File: src/sv/cle_pkg.sv
// ----------------------------------------------------------------------------
// cle_pkg
// Shared constants, types and helper functions for the C literal escaper.
// ----------------------------------------------------------------------------
package cle_pkg;

  localparam int CODE_BITS       = 21;
  localparam int LINE_COUNT_BITS = 10;
  localparam int MAXC_BITS       = 10;
  localparam int NIBBLES         = (CODE_BITS + 3) / 4;
  localparam int NIB_IDX_BITS    = (NIBBLES > 1) ? $clog2(NIBBLES) : 1;
  localparam int DIG_BITS        = $clog2(NIBBLES + 1);
  localparam int BREAK_LEN       = 4;
  localparam int BRK_IDX_BITS    = $clog2(BREAK_LEN);
  localparam int MAX_RESULTS     = 2 + NIBBLES + BREAK_LEN;
  localparam int LEN_BITS        = $clog2(MAX_RESULTS + 1);
  localparam int IDX_BITS        = $clog2(MAX_RESULTS);
  localparam int SUM_BITS        =
    ((LINE_COUNT_BITS > MAXC_BITS) ? LINE_COUNT_BITS : MAXC_BITS) + 1;
  localparam logic [SUM_BITS-1:0] CNT_MAX = SUM_BITS'((1 << LINE_COUNT_BITS) - 1);

  localparam int ADDR_BITS = 4;
  localparam int DATA_BITS = 32;

  localparam logic [7:0] CH_TAB   = 8'h09;
  localparam logic [7:0] CH_LF    = 8'h0a;
  localparam logic [7:0] CH_CR    = 8'h0d;
  localparam logic [7:0] CH_DQ    = 8'h22;
  localparam logic [7:0] CH_SQ    = 8'h27;
  localparam logic [7:0] CH_BSL   = 8'h5c;
  localparam logic [7:0] CH_ZERO  = 8'h30;
  localparam logic [7:0] CH_X     = 8'h78;
  localparam logic [7:0] CH_T     = 8'h74;
  localparam logic [7:0] CH_R     = 8'h72;
  localparam logic [7:0] CH_N     = 8'h6e;
  localparam logic [7:0] CH_SPACE = 8'h20;
  localparam logic [7:0] CH_DEL   = 8'h7f;
  localparam logic [7:0] CH_HEX_LIMIT = 8'h10;

  localparam logic [BREAK_LEN-1:0][7:0] BREAK_SEQ = {CH_DQ, CH_LF, CH_CR, CH_DQ};

  typedef enum logic [1:0] {
    REG_MAX_CHARS   = 2'd0,
    REG_BREAK_NL    = 2'd1,
    REG_REPLACE_SQ  = 2'd2,
    REG_NUL_TERM    = 2'd3
  } cfg_reg_t;

  typedef struct packed {
    logic [MAXC_BITS-1:0] max_chars_on_line;
    logic                 break_at_newlines;
    logic                 replace_single_quotes;
    logic                 nul_terminated;
  } cfg_t;

  typedef struct packed {
    logic [LINE_COUNT_BITS-1:0] line_char_count;
    logic                       after_hex_escape;
  } line_state_t;

  typedef struct packed {
    logic [MAX_RESULTS-1:0][7:0] data;
    logic [LEN_BITS-1:0]         len;
  } burst_t;

  function automatic logic [7:0] hex_digit(input logic [3:0] v);
    logic [7:0] r;
    if (v < 4'd10) begin
      r = CH_ZERO + 8'(v);
    end else begin
      r = 8'h61 + 8'(v - 4'd10);
    end
    return r;
  endfunction

  function automatic logic is_hex_char(input logic [CODE_BITS-1:0] c);
    return (c >= CODE_BITS'(8'h30) && c <= CODE_BITS'(8'h39)) ||
           (c >= CODE_BITS'(8'h61) && c <= CODE_BITS'(8'h66)) ||
           (c >= CODE_BITS'(8'h41) && c <= CODE_BITS'(8'h46));
  endfunction

endpackage

File: src/sv/cle_if.sv
// ----------------------------------------------------------------------------
// cle_if
// Valid/ready channel interfaces for character input and byte output.
// ----------------------------------------------------------------------------
interface cle_in_if;
  logic                          valid;
  logic                          ready;
  logic [cle_pkg::CODE_BITS-1:0] char_code;
  logic                          is_final;

  modport source (output valid, output char_code, output is_final, input ready);
  modport sink (input valid, input char_code, input is_final, output ready);
endinterface

interface cle_out_if;
  logic       valid;
  logic       ready;
  logic [7:0] out_byte;
  logic       run_last;

  modport source (output valid, output out_byte, output run_last, input ready);
  modport sink (input valid, input out_byte, input run_last, output ready);
endinterface

File: src/sv/cle_expand.sv
// ----------------------------------------------------------------------------
// cle_expand
// Expands one character code into its escaped byte sequence and line break,
// and computes the next line state.
// ----------------------------------------------------------------------------
module cle_expand (
  input  logic [cle_pkg::CODE_BITS-1:0] char_code,
  input  logic                          is_final,
  input  cle_pkg::cfg_t                 cfg,
  input  cle_pkg::line_state_t          state,
  output cle_pkg::burst_t               burst,
  output cle_pkg::line_state_t          state_next
);

  logic [cle_pkg::NIBBLES*4-1:0]      code_pad;
  logic                               final_item;
  logic                               simple_esc;
  logic                               printable;
  logic                               is_lf;
  logic                               new_line;
  logic                               do_break;
  logic                               ahe_next;
  logic [7:0]                         esc_byte;
  logic [cle_pkg::DIG_BITS-1:0]       digits;
  logic [cle_pkg::NIB_IDX_BITS-1:0]   nib_sel;
  logic [cle_pkg::BRK_IDX_BITS-1:0]   brk_sel;
  logic [cle_pkg::LEN_BITS-1:0]       len0;
  logic [cle_pkg::SUM_BITS-1:0]       cnt_sum;
  logic [cle_pkg::LINE_COUNT_BITS-1:0] cnt_next;
  logic [cle_pkg::MAX_RESULTS-1:0][7:0] data;

  assign code_pad   = (cle_pkg::NIBBLES*4)'(char_code);
  assign final_item = is_final && !cfg.nul_terminated;
  assign is_lf      = char_code == cle_pkg::CODE_BITS'(cle_pkg::CH_LF);
  assign simple_esc = char_code == cle_pkg::CODE_BITS'(cle_pkg::CH_TAB) ||
                      char_code == cle_pkg::CODE_BITS'(cle_pkg::CH_CR) || is_lf ||
                      char_code == cle_pkg::CODE_BITS'(cle_pkg::CH_BSL) ||
                      char_code == cle_pkg::CODE_BITS'(cle_pkg::CH_DQ) ||
                      (char_code == cle_pkg::CODE_BITS'(cle_pkg::CH_SQ) &&
                       cfg.replace_single_quotes);
  assign printable  = char_code >= cle_pkg::CODE_BITS'(cle_pkg::CH_SPACE) &&
                      char_code < cle_pkg::CODE_BITS'(cle_pkg::CH_DEL) &&
                      !(state.after_hex_escape && cle_pkg::is_hex_char(char_code));

  always_comb begin
    if (char_code == cle_pkg::CODE_BITS'(cle_pkg::CH_TAB)) begin
      esc_byte = cle_pkg::CH_T;
    end else if (char_code == cle_pkg::CODE_BITS'(cle_pkg::CH_CR)) begin
      esc_byte = cle_pkg::CH_R;
    end else if (is_lf) begin
      esc_byte = cle_pkg::CH_N;
    end else begin
      esc_byte = char_code[7:0];
    end
  end

  // number of significant hex digits
  always_comb begin
    digits = cle_pkg::DIG_BITS'(1);
    for (int k = 0; k < cle_pkg::NIBBLES; k++) begin
      if (code_pad[4*k +: 4] != 4'd0) begin
        digits = cle_pkg::DIG_BITS'(k + 1);
      end
    end
  end

  // character bytes
  always_comb begin
    data     = '0;
    len0     = '0;
    ahe_next = 1'b0;
    nib_sel  = '0;
    data[0]  = cle_pkg::CH_BSL;
    if (simple_esc) begin
      data[1] = esc_byte;
      len0    = cle_pkg::LEN_BITS'(2);
    end else if (char_code == '0) begin
      data[1]  = cle_pkg::CH_ZERO;
      len0     = cle_pkg::LEN_BITS'(2);
      ahe_next = 1'b1;
    end else if (printable) begin
      data[0] = char_code[7:0];
      len0    = cle_pkg::LEN_BITS'(1);
    end else if (char_code < cle_pkg::CODE_BITS'(cle_pkg::CH_HEX_LIMIT)) begin
      data[1]  = cle_pkg::CH_X;
      data[2]  = cle_pkg::CH_ZERO;
      data[3]  = cle_pkg::hex_digit(code_pad[3:0]);
      len0     = cle_pkg::LEN_BITS'(4);
      ahe_next = 1'b1;
    end else begin
      data[1]  = cle_pkg::CH_X;
      len0     = cle_pkg::LEN_BITS'(2 + int'(digits));
      ahe_next = 1'b1;
      for (int k = 0; k < cle_pkg::NIBBLES; k++) begin
        if (k < int'(digits)) begin
          nib_sel     = cle_pkg::NIB_IDX_BITS'(int'(digits) - 1 - k);
          data[2 + k] = cle_pkg::hex_digit(code_pad[4*nib_sel +: 4]);
        end
      end
    end
  end

  // line counter and break decision
  assign new_line = is_lf && cfg.break_at_newlines;

  always_comb begin
    do_break = 1'b0;
    cnt_sum  = '0;
    cnt_next = state.line_char_count;
    if (new_line) begin
      do_break = 1'b1;
    end else if (cfg.max_chars_on_line != '0) begin
      cnt_sum = cle_pkg::SUM_BITS'(state.line_char_count) + cle_pkg::SUM_BITS'(1);
      if (cnt_sum >= cle_pkg::SUM_BITS'(cfg.max_chars_on_line)) begin
        do_break = 1'b1;
        cnt_sum  = cle_pkg::SUM_BITS'(cfg.max_chars_on_line);
      end
      if (cnt_sum > cle_pkg::CNT_MAX) begin
        cnt_sum = cle_pkg::CNT_MAX;
      end
      cnt_next = cnt_sum[cle_pkg::LINE_COUNT_BITS-1:0];
    end
  end

  // break append and final state
  always_comb begin
    burst.data = data;
    burst.len  = len0;
    brk_sel    = '0;
    state_next.line_char_count  = cnt_next;
    state_next.after_hex_escape = ahe_next;
    if (do_break && !final_item) begin
      state_next.line_char_count = '0;
      burst.len = len0 + cle_pkg::LEN_BITS'(cle_pkg::BREAK_LEN);
      for (int p = 0; p < cle_pkg::MAX_RESULTS; p++) begin
        if (p >= int'(len0) && p < int'(len0) + cle_pkg::BREAK_LEN) begin
          brk_sel       = cle_pkg::BRK_IDX_BITS'(p - int'(len0));
          burst.data[p] = cle_pkg::BREAK_SEQ[brk_sel];
        end
      end
    end
    if (final_item) begin
      state_next = '0;
    end
    if (char_code == '0 && cfg.nul_terminated) begin
      burst.len  = '0;
      state_next = '0;
    end
  end

endmodule

File: src/sv/c_literal_escaper_core.sv
// ----------------------------------------------------------------------------
// c_literal_escaper_core
// C string-literal escaper: one character code in, its escaped bytes out.
// ----------------------------------------------------------------------------
// char_in carries one character code per transaction; byte_out carries one
// escaped byte per transaction, with run_last high on the last byte of each
// character. The APB port sets line length, newline breaks, single-quote
// escaping and NUL-terminated mode; write it only while the block is idle.
// An accepted character is expanded combinationally into a burst register
// of up to 12 bytes; the first byte is offered on byte_out the next cycle.
// Plain characters stream at one per cycle while byte_out is ready; an escape
// holds the output until all of its bytes have left. The next character is
// taken in the cycle the last byte of the current burst leaves. A NUL in
// terminated mode yields no byte and only clears the line state. When
// byte_out stalls, the burst holds and char_in is held off. Reset clears
// the burst valid flag and index and the line state, and loads the
// register defaults.
// ----------------------------------------------------------------------------
module c_literal_escaper_core (
  input  logic                           clk,
  input  logic                           rst,
  cle_in_if.sink                         char_in,
  cle_out_if.source                      byte_out,
  input  logic                           psel,
  input  logic                           penable,
  input  logic                           pwrite,
  input  logic [cle_pkg::ADDR_BITS-1:0]  paddr,
  input  logic [cle_pkg::DATA_BITS-1:0]  pwdata,
  output logic [cle_pkg::DATA_BITS-1:0]  prdata,
  output logic                           pready
);

  cle_pkg::cfg_t                 cfg;
  cle_pkg::line_state_t          state;
  cle_pkg::line_state_t          state_next;
  cle_pkg::burst_t               burst;
  cle_pkg::burst_t               burst_next;
  logic                          bvalid;
  logic [cle_pkg::IDX_BITS-1:0]  idx;
  logic                          out_fire;
  logic                          last_take;
  logic                          in_fire;
  logic                          cfg_write;
  cle_pkg::cfg_reg_t             reg_sel;

  // configuration
  assign pready    = 1'b1;
  assign cfg_write = psel && penable && pwrite && pready;
  assign reg_sel   = cle_pkg::cfg_reg_t'(paddr[3:2]);

  always_ff @(posedge clk) begin
    if (rst) begin
      cfg.max_chars_on_line     <= cle_pkg::MAXC_BITS'(250);
      cfg.break_at_newlines     <= 1'b0;
      cfg.replace_single_quotes <= 1'b1;
      cfg.nul_terminated        <= 1'b1;
    end else if (cfg_write) begin
      case (reg_sel)
        cle_pkg::REG_MAX_CHARS:  cfg.max_chars_on_line     <= pwdata[cle_pkg::MAXC_BITS-1:0];
        cle_pkg::REG_BREAK_NL:   cfg.break_at_newlines     <= pwdata[0];
        cle_pkg::REG_REPLACE_SQ: cfg.replace_single_quotes <= pwdata[0];
        cle_pkg::REG_NUL_TERM:   cfg.nul_terminated        <= pwdata[0];
        default: ;
      endcase
    end
  end

  always_comb begin
    case (reg_sel)
      cle_pkg::REG_MAX_CHARS:  prdata = cle_pkg::DATA_BITS'(cfg.max_chars_on_line);
      cle_pkg::REG_BREAK_NL:   prdata = cle_pkg::DATA_BITS'(cfg.break_at_newlines);
      cle_pkg::REG_REPLACE_SQ: prdata = cle_pkg::DATA_BITS'(cfg.replace_single_quotes);
      cle_pkg::REG_NUL_TERM:   prdata = cle_pkg::DATA_BITS'(cfg.nul_terminated);
      default:                 prdata = '0;
    endcase
  end

  // expansion
  cle_expand u_expand (
    .char_code  (char_in.char_code),
    .is_final   (char_in.is_final),
    .cfg        (cfg),
    .state      (state),
    .burst      (burst_next),
    .state_next (state_next)
  );

  // handshakes
  assign out_fire      = bvalid && byte_out.ready;
  assign last_take     = out_fire && (cle_pkg::LEN_BITS'(idx) + 1'b1 == burst.len);
  assign char_in.ready = !bvalid || last_take;
  assign in_fire       = char_in.valid && char_in.ready;

  assign byte_out.valid    = bvalid;
  assign byte_out.out_byte = burst.data[idx];
  assign byte_out.run_last = cle_pkg::LEN_BITS'(idx) + 1'b1 == burst.len;

  always_ff @(posedge clk) begin
    if (rst) begin
      state  <= '0;
      bvalid <= 1'b0;
      idx    <= '0;
    end else begin
      if (in_fire) begin
        state <= state_next;
      end
      if (in_fire && burst_next.len != '0) begin
        bvalid <= 1'b1;
        idx    <= '0;
      end else if (last_take) begin
        bvalid <= 1'b0;
        idx    <= '0;
      end else if (out_fire) begin
        idx <= idx + 1'b1;
      end
    end
  end

  always_ff @(posedge clk) begin
    if (in_fire && burst_next.len != '0) begin
      burst <= burst_next;
    end
  end

`ifndef NO_ASSERTIONS
  a_len_range: assert property (@(posedge clk) disable iff (rst)
    bvalid |-> (burst.len != '0 &&
                burst.len <= cle_pkg::LEN_BITS'(cle_pkg::MAX_RESULTS)))
    else $error("burst length out of range");

  a_idx_in_burst: assert property (@(posedge clk) disable iff (rst)
    bvalid |-> (cle_pkg::LEN_BITS'(idx) < burst.len))
    else $error("byte index past burst end");

  a_burst_continues: assert property (@(posedge clk) disable iff (rst)
    (byte_out.valid && byte_out.ready && !byte_out.run_last) |=> byte_out.valid)
    else $error("burst dropped before its last byte");

  a_no_overlap: assert property (@(posedge clk) disable iff (rst)
    (char_in.valid && char_in.ready && bvalid) |-> byte_out.run_last)
    else $error("new transaction accepted over an unfinished burst");
`endif

endmodule

File: src/flat_wrapper.sv
// flat-port wrapper written by rule: the top's interface ports become plain ports
module c_literal_escaper_core_flat 
  (clk, rst, psel, penable, pwrite, paddr, pwdata, prdata, pready, char_in_valid, char_in_char_code, char_in_is_final, char_in_ready, byte_out_valid, byte_out_out_byte, byte_out_run_last, byte_out_ready);
  cle_in_if char_in_i ();
  cle_out_if byte_out_i ();
  input  logic clk;
  input  logic rst;
  input  logic psel;
  input  logic penable;
  input  logic pwrite;
  input  logic [cle_pkg::ADDR_BITS-1:0] paddr;
  input  logic [cle_pkg::DATA_BITS-1:0] pwdata;
  output logic [cle_pkg::DATA_BITS-1:0] prdata;
  output logic pready;
  input wire logic [$bits(char_in_i.valid)-1:0] char_in_valid;
  input wire logic [$bits(char_in_i.char_code)-1:0] char_in_char_code;
  input wire logic [$bits(char_in_i.is_final)-1:0] char_in_is_final;
  output wire logic [$bits(char_in_i.ready)-1:0] char_in_ready;
  output wire logic [$bits(byte_out_i.valid)-1:0] byte_out_valid;
  output wire logic [$bits(byte_out_i.out_byte)-1:0] byte_out_out_byte;
  output wire logic [$bits(byte_out_i.run_last)-1:0] byte_out_run_last;
  input wire logic [$bits(byte_out_i.ready)-1:0] byte_out_ready;
  assign char_in_i.valid = char_in_valid;
  assign char_in_i.char_code = char_in_char_code;
  assign char_in_i.is_final = char_in_is_final;
  assign char_in_ready = char_in_i.ready;
  assign byte_out_valid = byte_out_i.valid;
  assign byte_out_out_byte = byte_out_i.out_byte;
  assign byte_out_run_last = byte_out_i.run_last;
  assign byte_out_i.ready = byte_out_ready;
  c_literal_escaper_core u_core (.clk(clk), .rst(rst), .char_in(char_in_i), .byte_out(byte_out_i), .psel(psel), .penable(penable), .pwrite(pwrite), .paddr(paddr), .pwdata(pwdata), .prdata(prdata), .pready(pready));
endmodule
File: config.mk
export PLATFORM = sky130hd
export DESIGN_NAME = c_literal_escaper_core_flat
export DESIGN_NICKNAME = d
export VERILOG_FILES = /design/src/sv/cle_pkg.sv /design/src/sv/cle_if.sv /design/src/sv/cle_expand.sv /design/src/sv/c_literal_escaper_core.sv /design/src/flat_wrapper.sv
export SDC_FILE = /design/constraint.sdc
export NUM_CORES = 1
export LEC_CHECK = 0
export BUFFER_PORTS_ARGS = -buffer_cell sky130_fd_sc_hd__buf_2
export CORE_MARGIN = 8
export CORE_UTILIZATION = 40
export DETAILED_ROUTE_END_ITERATION = 8
export PLACE_DENSITY_LB_ADDON = 0.15
export SYNTH_ARGS = -nofsm -noshare
export SYNTH_HDL_FRONTEND = slang
export SYNTH_HIERARCHICAL = 1
export SYNTH_SLANG_ARGS = --single-unit
export TNS_END_PERCENT = 30
File: constraint.sdc
create_clock -name clk -period 21.2 [get_ports clk]
set_clock_uncertainty 0.05 [all_clocks]
set_input_delay 4.24 -clock clk [delete_from_list [all_inputs] [get_ports clk]]
set_output_delay 4.24 -clock clk [all_outputs]
set_load 0.01 [all_outputs]
After elaboration in Yosys (flattened, before gate mapping)
Index checks and enable logic that the tools add are counted.
- logic and storage cells: 293
- output and inout port bits: 44
- memories kept: 0
- bits in writable memories: 0
- input port bits: 65
- bits in registers: 129
- bits in latches: 0
- ROM bits: 0
- reductions and logical operators: 61
- multiply operators: 0
- muxes and demuxes: 89
- order comparisons: 61
- bitwise gates (word level): 0
- divide/modulo/power cells: 0
- equal/unequal tests: 11
- add/subtract/negate cells: 44
- shifts and indexed selects: 6
- operators with widths (operator ; count):
    $mux 8 ; 42
    $bmux 8 s2 ; 12
    $shiftx 24x6->4 ; 6
    $lt 4x32->1 const A ; 4
    $pmux 32 s4 ; 1
    $lt 5x32->1 const A ; 3
    $mux 48 ; 2
    $mux 68 ; 1
    $lt 3x32->1 const A ; 2
    $eq 21x4->1 const B ; 3
    $add 7x8->8 const A ; 7
    $mux 56 ; 1
    $mux 11 ; 5
    $add 6x4->7 const A ; 7
    $eq 21x6->1 const B ; 2
    $ge 21x6->1 const B ; 2
    $ge 21x7->1 const B ; 2
    $le 21x7->1 const B ; 2
    $mux 10 ; 4
    $lt 2x3->1 const B ; 12
    $sub 4x4->5 const B ; 7
    $bmux 8 s4 ; 1
    $lt 1x32->1 const A ; 1
    $lt 2x32->1 const A ; 1
    other kinds (47) ; 142

Depth between registers and ports, before layout
Gate-level depths: netlist of run 1.
- depth in word-level cells: 23
- gate-level depth with buffers: 23
- gate-level depth less buffers: 19

Modules after synthesis
The synthesis of run 1 kept the hierarchy.
- modules (own cells, without submodules) (module ; cells each ; area each (µm²) ; instances ; seq. area each (µm²)):
    c_literal_escaper_core ; 341 ; 5288.8 ; 1 ; 3583.4
    cle_expand ; 780 ; 5146.2 ; 1 ; 0.0

Worst setup path after synthesis of run 1
OpenSTA, ideal clock, no wires.
- path kind: in2reg
- from: input port char_in_char_code[2]
- to: register u_core/burst[0] in the netlist's numbering, enable pin
- required time: 20.579 ns
- setup time: 0.571 ns
- path slack: 9.061 ns
- buffers on the path: 2
- arrival time: 11.518 ns
- stages on the path: 17
- cells stage by stage: clkbuf_1 > inv_1 > ha_1 > nand2_1 > nand3_1 > o31a_1 > o41ai_4 > nor2_4 > and3_1 > buf_4 > ha_1 > nor2_1 > a41oi_1 > nor2_1 > or4_1 > nand2_1 > nor2b_1
- RTL lines (element ; RTL line ; source):
    start, declared ; flat_wrapper.sv:16 ; input wire logic [$bits(char_in_i.char_code)-1:0] char_in_char_code;
    end signal, assigned ; c_literal_escaper_core.sv:121 ; burst <= burst_next;
    end, declared ; c_literal_escaper_core.sv:36 ; cle_pkg::burst_t burst;

==> metrics.txt, run 1 <==
Crit path largest cell delay 0.85 ns; worst endpoint required time about 21 ns; register area share after synthesis around a third; DRC 0; Total GRT Usage between 10% and 20%; max_cap viols 0; maximum fanout along the worst path 82; syn_area_per_cell around 9.3 sq um; Slew @ Worst Pin 1.17 ns; setup_tns 0 ns; max_slew headroom 21.2%; fraction of layout cells with a size suffix above 1 14.8%; Leak 4.44 nW; GPL Wtd Cong 0.897; post-synthesis adder-cell area fraction 7.19%; die width around 180 um; DP Worst Slack 11.22 ns; FF-to-FF setup slack about 15 ns; switch share 29.3%; Clk pwr share 39.0%; Final Cycle Share between 40% and 50%; Yosys cell types 98; sequential share of power 37.6%; antenna violations before repair 0; # clock sinks 129; Antenna Nets Post-Route 0; CTS tree done; Ant. Diodes 0; nets 1262; compound-cell area share of the yosys netlist 18.9%; Post-synth EDFFs 100; Initial Util 40.4%; max-slew violation count 0; outcome finished clean; final hold violation count 0; wire per inst 19.3 um; element type at the critical path end flip-flop; final WL 28700 um; Post-Synth Simple-Gate Area 17.9%; drt pass-1 iters 5; # Post-CTS Setup Buffers 0; via count 8444; asr flop ratio synth 0%; setup ws final 11.58 ns; CTS root buf clkbuf_16; warnings from Yosys 6; largest net degree at the start of global routing a little over 80; Cell Area, Synth 0.0104 sq mm; XOR/XNOR Fraction of Synth Area 4.62%; first-pass GRT wire length 44800 um; Logic pwr share 23.3%; critical path's slowest cell buf_4; unrepaired setup endpoints after global routing no; number of global-route vias before repair 7954; Clock Pin Slew Worst Setup and Hold Paths 0.06 ns; main combinational cell family by area after synthesis compound AO/OA/AOI/OAI gates; post-CTS resize count 0; Worst Hold Class reg -> reg; Most used DFF post-synth edfxtp_1; core area 0.0258 sq mm; Final Setup Violations 0; kind of critical path in -> reg; Synth Instances 1121; Area Overhead vs Synth 8.74%; critical path startpoint category input pin; GR Overflow Total 0; Row Count 59; Worst VDD drop 0.0000543 V; die area 0.0315 sq mm; worst path cell trace buf_2, inv_1, ha_1, nor2b_1, a211o_1, nand4_1, nand2_1, o41ai_4, nor2_4, and3_1, ha_1, nor2_1, a41oi_1, nor2_1, or4_1, nand2_1, nor2b_4, buf_4; fmax 104 MHz; internal power 567 uW; Worst-Skew Late Latency ~0.41 ns; Port Buf Inserts 61; CP arrival between 9 and 10 ns; Post-DP HPWL 21600 um; synthesized flop and latch total 129; switching power of the nets 235 uW; Vias/cell 5.69; CTS Buf Count 17; fillers 2577; Tmin final 9.62 ns; post-synthesis mux area share 8.30%; H-tree levels 4; CTS Buffer Depth 2; PwrDens between 70 and 80 mW/mm^2; hold_buf cts 0; # IOs 109; Die Y ~180 um; drt first-iter violations 718
-- critical path: cells and delay by family --
family | cells | cell delay (ns)
AO/OA/AOI/OAI | 3 | 1.06
adder cells (fa/ha/maj) | 2 | 0.72
buffers and inverters | 3 | 1.37
AND/OR/NAND/NOR | 10 | 2.10
-- area by class of cell --
class / instances / area (sq um) / area share, %
Sequential cell: 129 / 3580 / 31.6
Clock buffer: 18 / 429 / 3.78
Multi-Input combinational cell: 855 / 6110 / 53.8
Timing Repair Buffer: 66 / 343 / 3.02
Inverter: 68 / 262 / 2.30
Clock inverter: 14 / 201 / 1.78
Tap cell: 335 / 419 / 3.69
-- power by group through the flow --
stage	Combinational, mW	Sequential (mW)	Clock [mW]
5_1_grt	0.206	0.304	0.331
6_report	0.187	0.302	0.313
4_1_cts	0.186	0.302	0.320
3_3_place_gp	0.184	0.307	0
3_5_place_dp	0.185	0.307	0
2_1_floorplan	0.144	0.305	0
-- cells in the final DEF (no fill, tap or decap), types with 43 or more instances in the layout --
cell	Yosys	layout
inv_1	65	65
o21ai_0	49	49
nand3_1	43	43
nand2_1	111	111
conb_1	3	43
ha_1	60	60
buf_2	10	61
a21oi_1	69	69
nor2_1	83	83
edfxtp_1	100	100
-- logic make-up (layout without fill, tap and decap cells) --
group | Yosys count | after routing
buf+inv | 177 | 166
flops | 129 | 129
compound gates | 280 | 280
mux | 55 | 55
xor+xnor | 49 | 49
simple gates | 368 | 368
other cells | 3 | 43
fa+ha+maj | 60 | 60
-- registers in the layout, summed over array words and instances, names as in the netlist --
| signal | count |
|---|---|
| u_core/burst | 100 |
| u_core/cfg | 13 |
| u_core/state | 11 |
| u_core/idx | 4 |
| u_core/byte_out.valid | 1 |
-- stage by stage --
stage / power, mW / instance area, sq um / utilization [%] / cells / hold WS [ns]
floorplan: 0.449 / 10600 / - / 1161 / 0.380
global placement: 0.491 / 10700 / 41.5 / 1453 / 0.411
detailed placement: 0.492 / 10700 / 41.5 / 1453 / 0.419
CTS: 0.809 / 11300 / 43.9 / 1485 / 0.428
global route: 0.841 / 11300 / 43.9 / 1485 / 0.451
finish: 0.802 / 11300 / 43.9 / 1485 / 0.428
-- synthesized netlist by cell type, drive strengths merged, types with 4 or more instances --
cell    instances  area (sq um)
nand4          16           100
buf            71           497
o21ai          57           297
o22ai          23           150
mux4           25           563
a31oi          14          93.8
ha             60           751
a22oi           4          30.0
and3           20           125
o221ai          5          43.8
nor2b          11          68.8
or2             5          31.3
o41ai           5           104
a22o            6          52.6
a21oi          70           354
xnor2          29           299
nand2         113           434
xor2           20           183
o211ai          5          37.5
nand3b          8          60.1
nand3          44           225
or4             6          48.8
and2           14          87.6
inv            67           256
a311oi          5          43.8
edfxtp        100          3000
nor3           13          65.1
a211oi         17           155
a31o            4          35.0
a21o            8          60.1
dfxtp          29           581
o21a            8          60.1
nor4           11           133
a32o            4          40.0
nand2b         12          75.1
mux2i          28           280
o311ai          4          35.0
clkbuf         38           143
nor2           85           334
-- worst paths after layout --
path / from / end / depth (start not counted)
max: char_in_char_code[1] / u_core/burst[53] / 18
min: u_core/cfg[11] / u_core/cfg[11] / 2
max reg2reg: u_core/state[1] / u_core/burst[53] / 17
min reg2reg: u_core/cfg[11] / u_core/cfg[11] / 2
-- routing by layer --
| layer | track usage (%) | vias to the layer above | share of wire (%) |
|---|---|---|---|
| li1 | - | 4104 | - |
| met1 | 25.0 | 4055 | 46 |
| met2 | 29.2 | 257 | 48 |
| met3 | 2.49 | 28 | 5.1 |
| met4 | 4.86 | 0 | 1.5 |
| met5 | 0 | - | 0 |
No activity file was read; power rests on OpenSTA's default activity.
==> run 2: changes to the inputs <==
--- a/config.mk
+++ b/config.mk
@@ -5,6 +5,7 @@
 export SDC_FILE = /design/constraint.sdc
 export NUM_CORES = 1
 export LEC_CHECK = 0
+export ABC_AREA = 1
 export BUFFER_PORTS_ARGS = -buffer_cell sky130_fd_sc_hd__buf_2
 export CORE_MARGIN = 8
 export CORE_UTILIZATION = 40
==> constraint.sdc (replaced) <==
create_clock -name clk -period 9.5 [get_ports clk]
set_clock_uncertainty 0.05 [all_clocks]
set_input_delay 1.9 -clock clk [delete_from_list [all_inputs] [get_ports clk]]
set_output_delay 1.9 -clock clk [all_outputs]
set_load 0.01 [all_outputs]
==> run 2 against run 1 <==
  * Clock power up 110%
  * Synthesized cell count up 35%
  * Hold slack improved by 0.012 ns
  * Total power increased by 130%
  * Count of clock-buffer cells in the layout shrank 1
  * Via count up 17%
  * Setup slack worse by 8.4 ns
  * Combinational power rose to 2.7 times the previous value
  * First-iteration DRC count rose by 6.0%
  * Flip-flop and latch count stayed put
  * Critical path depth unchanged
  * Critical endpoint is now u_core/burst[77]
  * Largest cell class unchanged
  * Largest power group is now sequential cells
==> metrics.txt, run 2 <==
outcome finished clean; R2R cell count 20; via count 9900; commonest non-fill, non-tap cell in the layout nand2_1; final hold violation count 0; switch share 34.6%; top cells by area, synth edfxtp_1 (27%), nand2_1 (11%), ha_1 (6.7%); # IOs 109; antenna violations before repair 0; hold_buf cts 0; first-pass GRT wire length 49100 um; DR WL met3 1480 um; crit path to u_core/burst[77]; switching power of the nets 639 uW; GR Overflow Total 0; drt first-iter violations about 760; register area share after synthesis roughly 32%; Die Y between 150 and 200 um; asr flop ratio synth 0%; Logic pwr share 27.8%; Initial Util 40.4%; drt pass-1 iters 5; DRC 0; syn_area_per_cell ~7.4 sq um; Row Count 61; Final Setup Violations 0; warnings from Yosys 6; main combinational cell family by area after synthesis simple AND/OR/NAND/NOR gates; Clock Pin Slew Worst Setup and Hold Paths 0.07 ns; GPL Wtd Cong approximately 0.88; wire per inst 15.8 um; Worst VDD drop 0.000115 V; commonest non-fill, non-tap cells in the layout nand2_1 (316), nor2_1 (179), inv_1 (165); R2R Path End u_core/burst[77]; Cell Area, Synth 0.0112 sq mm; unrepaired setup endpoints after global routing no; post-CTS resize count 0; CTS root buf clkbuf_16; top cell type's share of synthesized area 26.9%; CTS tree done; post-synthesis adder-cell area fraction under 10%; FF-to-FF setup slack 4.07 ns; largest net degree at the start of global routing 56; Synth Instances 1510; internal power 1.21 mW; kind of critical path in -> reg; max_slew headroom roughly 34%; Port Buf Inserts 61; # Post-CTS Setup Buffers 0; Tmin final 6.31 ns; Final Non-Filler Cells 1933; compound-cell area share of the yosys netlist 13.4%; fmax between 150 and 200 MHz; Crit path largest cell delay 0.77 ns; number of global-route vias before repair 9320; Post-Synth Simple-Gate Area 32.5%; setup_tns 0 ns; nets 1667; Most flops, register u_core/burst; Vias/cell about 5.1; Post-DP HPWL 23100 um; die area ~0.034 sq mm; critical path's slowest cell nor2_4; post-synthesis mux area share 1.17%; worst path cell trace buf_2, nor2_4, nand2_1, nor2_2, inv_1, nor2_1, nand2_1, nand2_1, inv_1, nand2_2, inv_2, ha_1, inv_1, nor2_1, a211oi_1, nor3b_1, nor2_4, buf_4; CTS Buf Count 17; PwrDens 153 mW/mm^2; maximum fanout along the worst path 38; H-tree levels 4; Placed Cells ~1900; max-slew violation count 0; Area Overhead vs Synth 8.28%; wl on met1 15100 um; Post-synth EDFFs 100; post-synth top area cell edfxtp_1; Final Cycle Share 66.4%; CTS Buffer Depth 2; worst hold margin 0.440 ns; Top Layer Used met4; Largest register FFs 100; max_cap viols 0; # clock sinks 129; Clk pwr share 34.9%; Met2 Wirelength 13400 um; Cell Area, Placed 0.0115 sq mm; element type at the critical path end flip-flop; XOR/XNOR Fraction of Synth Area 1.84%; critical path startpoint category input pin; CP arrival 6.32 ns; top flop regs u_core/burst (100), u_core/cfg (13), u_core/state (11); Worst Hold Class reg -> reg; die width 183 um; post-layout instance area 0.0121 sq mm; Leak 5.50 nW; Yosys cell types 63; Total GRT Usage a little under a fifth; Antenna Nets Post-Route 0; sequential share of power 37.4%; commonest cells in the netlist nand2_1 (316), nor2_1 (180), inv_1 (165); Slew @ Worst Pin 0.983 ns; Ant. Diodes 0; CP startpoint char_in_char_code[18]; fraction of layout cells with a size suffix above 1 roughly 14%; core area 0.0276 sq mm; r2r startpoint u_core/state[1]; HP Start u_core/cfg[5]; Most used DFF post-synth edfxtp_1; worst endpoint required time 9.51 ns; Worst-Skew Late Latency 0.43 ns; synthesized flop and latch total 129; fillers 2901; count leader, synth nand2_1; final WL 30400 um
[run 2: cell count changes in the layout (fill, tap and decap cells not counted), sizes merged, moves of 15 or more]
cell / change
a21oi: -19
and3: -20
inv: +121
mux2i: -15
mux4: -25
nand2: +243
nand3: +106
nor2: +121
o21ai: +56
xnor2: -25
[run 2: how the worst min path moves through the flow]
| stage | end | slack [ns] | cells past startpoint |
|---|---|---|---|
| 6_report | u_core/cfg[5] | 0.44 | 2 |
| 3_3_place_gp | u_core/cfg[5] | 0.43 | 2 |
| 2_1_floorplan | u_core/cfg[5] | 0.39 | 2 |
| 3_5_place_dp | u_core/cfg[5] | 0.43 | 2 |
| 5_1_grt | u_core/cfg[5] | 0.46 | 2 |
| 4_1_cts | u_core/cfg[5] | 0.44 | 2 |
[run 2: cell families (layout without fill, tap and decap cells)]
family,count (synthesis),after routing
fa+ha+maj,60,60
xor+xnor,17,17
compound gates,240,240
other cells,3,43
buf+inv,281,286
mux,13,13
flops,129,129
simple gates,767,767
[run 2: per-layer routing]
layer	vias to the layer above	global-route usage [%]
li1	5035	-
met3	27	2.69
met2	263	28.3
met5	-	0
met1	4575	26.3
met4	0	4.55
[run 2: cell type report]
type | instances | area (sq um) | share of cell area [%]
Clock inverter | 15 | 146 | 1.21
Tap cell | 378 | 473 | 3.91
Multi-Input combinational cell | 1140 | 6380 | 52.8
Timing Repair Buffer | 66 | 343 | 2.84
Clock buffer | 17 | 425 | 3.52
Sequential cell | 129 | 3580 | 29.7
Inverter | 188 | 728 | 6.03
[run 2: per-stage QoR]
stage	utilization (%)	setup WS, ns	power (mW)
6_report	43.7	3.19	1.85
4_1_cts	43.7	3.22	1.86
5_1_grt	43.7	2.76	1.96
3_3_place_gp	41.7	2.81	1.21
3_5_place_dp	41.7	2.77	1.21
2_1_floorplan	-	0.697	1.10
[run 2: power by group through the flow]
stage          Sequential (mW)  Clock, mW  Combinational [mW]
4_1_cts                  0.691      0.661               0.512
3_5_place_dp             0.703          0               0.509
6_report                 0.690      0.644               0.513
5_1_grt                  0.696      0.681               0.586
2_1_floorplan            0.701          0               0.397
3_3_place_gp             0.702          0               0.505
[run 2: critical path, delay by kind of cell]
| kind | cells | cell delay, ns |
|---|---|---|
| compound gates | 1 | 0.28 |
| fa+ha+maj | 1 | 0.33 |
| buf+inv | 6 | 1.11 |
| simple gates | 10 | 2.63 |
==> run 3: changes to the inputs <==
==> constraint.sdc (replaced) <==
create_clock -name clk -period 6.6 [get_ports clk]
set_clock_uncertainty 0.05 [all_clocks]
set_input_delay 1.32 -clock clk [delete_from_list [all_inputs] [get_ports clk]]
set_output_delay 1.32 -clock clk [all_outputs]
set_load 0.01 [all_outputs]
==> run 3 against run 2 <==
  * Routed wire length grew 0.40%
  * Sequential share of layout area shrank 0.12 points
  * Clock power grew 50%
  * Combinational power grew 45%
  * Flip-flop and latch count is the same
  * First-iteration DRC count shrank 0.92%
  * Final area grew 0.41%
  * Non-clock buffer count grew 2
  * Hold slack lost 0.0062 ns
  * Setup slack lost 1.8 ns
  * Sequential power grew 44%
  * Die area is the same
  * Largest cell class unchanged
  * Largest power group unchanged
  * Highest routed layer unchanged
==> metrics.txt, run 3 (same netlist as run 2, synthesis figures left out) <==
outcome finished clean; top flop regs u_core/burst (100), u_core/cfg (13), u_core/state (11); commonest non-fill, non-tap cells in the layout nand2_1 (316), nor2_1 (179), inv_1 (165); Row Count 61; total chip power 2.70 mW; Area Overhead vs Synth 8.73%; commonest non-fill, non-tap cell in the layout nand2_1; # Post-CTS Setup Buffers 0; max-slew violation count 0; setup_tns 0 ns; switching power of the nets 920 uW; first-pass GRT wire length 49500 um; Antenna Nets Post-Route 0; Total GRT Usage 18.4%; Logic pwr share 27.6%; CTS root buf clkbuf_16; nets approximately 1700; maximum fanout along the worst path 14; CTS Buf Count 17; drt pass-1 iters 8; worst path cell trace buf_2, nor2_1, nand2_2, o211ai_1, nand2_1, inv_1, ha_1, buf_4, inv_1, nand3_1, nand2_2, nand2_1, nand3_1, nand2_1, ha_1, inv_1, ha_1, inv_1, o211ai_1, o22ai_1, nand2_1, o21ai_1; CP Buf/Inv Count 6; worst hold margin 0.433 ns; final WL 30600 um; CTS Buffer Depth 2; Clock Pin Slew Worst Setup and Hold Paths 0.07 ns; Most flops, register u_core/burst; largest net degree at the start of global routing 101; element type at the critical path end flip-flop; Worst Hold Class reg -> reg; CTS tree done; max_slew headroom 33.8%; critical path's slowest cell inv_1; Worst VDD drop between 0.0001 and 0.00015 V; die area 0.0335 sq mm; number of global-route vias before repair 9284; Slew @ Worst Pin between 0.9 and 1 ns; Ant. Diodes 0; sequential share of power 36.8%; fmax 191 MHz; Final Setup Violations 0; Worst-Skew Late Latency between 0.4 and 0.5 ns; # IOs 109; Leak between 5 and 6 nW; Tmin final about 5.2 ns; post-CTS resize count 0; post-layout instance area 0.0121 sq mm; critical path startpoint category input pin; Die Y between 150 and 200 um; DRC 0; switch share around 34%; GR Overflow Total 0; PwrDens 223 mW/mm^2; Cell Area, Placed roughly 0.012 sq mm; unrepaired setup endpoints after global routing no; kind of critical path in -> reg; # clock sinks ~130; wire per inst roughly 16 um; worst endpoint required time 6.72 ns; Clk pwr share 35.6%; GPL Wtd Cong 0.904; Layout Utilization between 40% and 50%; hold_buf cts 0; drt first-iter violations 754; fraction of layout cells with a size suffix above 1 14.5%; Post-DP HPWL 23000 um; final hold violation count 0; internal power 1.78 mW; core area 0.0276 sq mm; critical path's top delay family simple AND/OR/NAND/NOR gates; CP arrival 5.36 ns; Crit path largest cell delay 0.35 ns; Final Cycle Share 79.3%; via count 9942; max_cap viols 0; die width 183 um; antenna violations before repair 0; H-tree levels 4; Vias/cell roughly 5.1; Initial Util ~40%; Largest register FFs 100; Port Buf Inserts 61
## run 3: changes by cell type in the layout (fill, tap and decap cells not counted), sizes merged
cell      before  now
clkinv         7    6
buf           66   68
clkinvlp       2    1
bufinv         1    2
inv          193  194
## run 3: per-stage QoR
| step | std cells | setup slack [ns] |
|---|---|---|
| floorplan | 1550 | 0.0563 |
| global placement | 1903 | 0.986 |
| detailed placement | 1903 | 0.941 |
| CTS | 1935 | 1.37 |
| global route | 1935 | 0.941 |
| finish | 1935 | 1.36 |
## run 3: final timing paths
kind | from | endpoint | slack [ns] | cells past startpoint
worst max-delay path | char_in_char_code[6] | u_core/burst[29] | 1.36 | 22
worst min-delay path | u_core/cfg[12] | u_core/cfg[12] | 0.43 | 2
worst max register to register | u_core/state[1] | u_core/burst[33] | 1.91 | 20
worst min register to register | u_core/cfg[12] | u_core/cfg[12] | 0.43 | 2
## run 3: final cells by class
class,count,area [sq um]
fillers,2897,15500
multi-input cells,1140,6380
flip-flops and latches,129,3580
inverters,188,728
well taps,378,473
clock buffers,17,425
repair buffers,68,370
clock inverters,15,169
## run 3: power groups by stage
stage / registers, mW / clock network (mW) / logic (mW)
2_1_floorplan: 1.01 / 0 / 0.571
3_3_place_gp: 1.01 / 0 / 0.728
3_5_place_dp: 1.01 / 0 / 0.739
4_1_cts: 0.995 / 0.983 / 0.742
5_1_grt: 1.00 / 1.01 / 0.847
6_report: 0.994 / 0.963 / 0.744
## run 3: layer usage
layer	global-route usage, %	share of wire [%]
met5	0	0
met4	4.33	1.4
met3	2.89	4.9
met2	28.7	44
met1	26.2	49
## run 3: worst min-delay path, stage by stage (launching register included)
cell and delay [ns]:
dfxtp_1 0.32, inv_1 0.07, a21oi_1 0.05
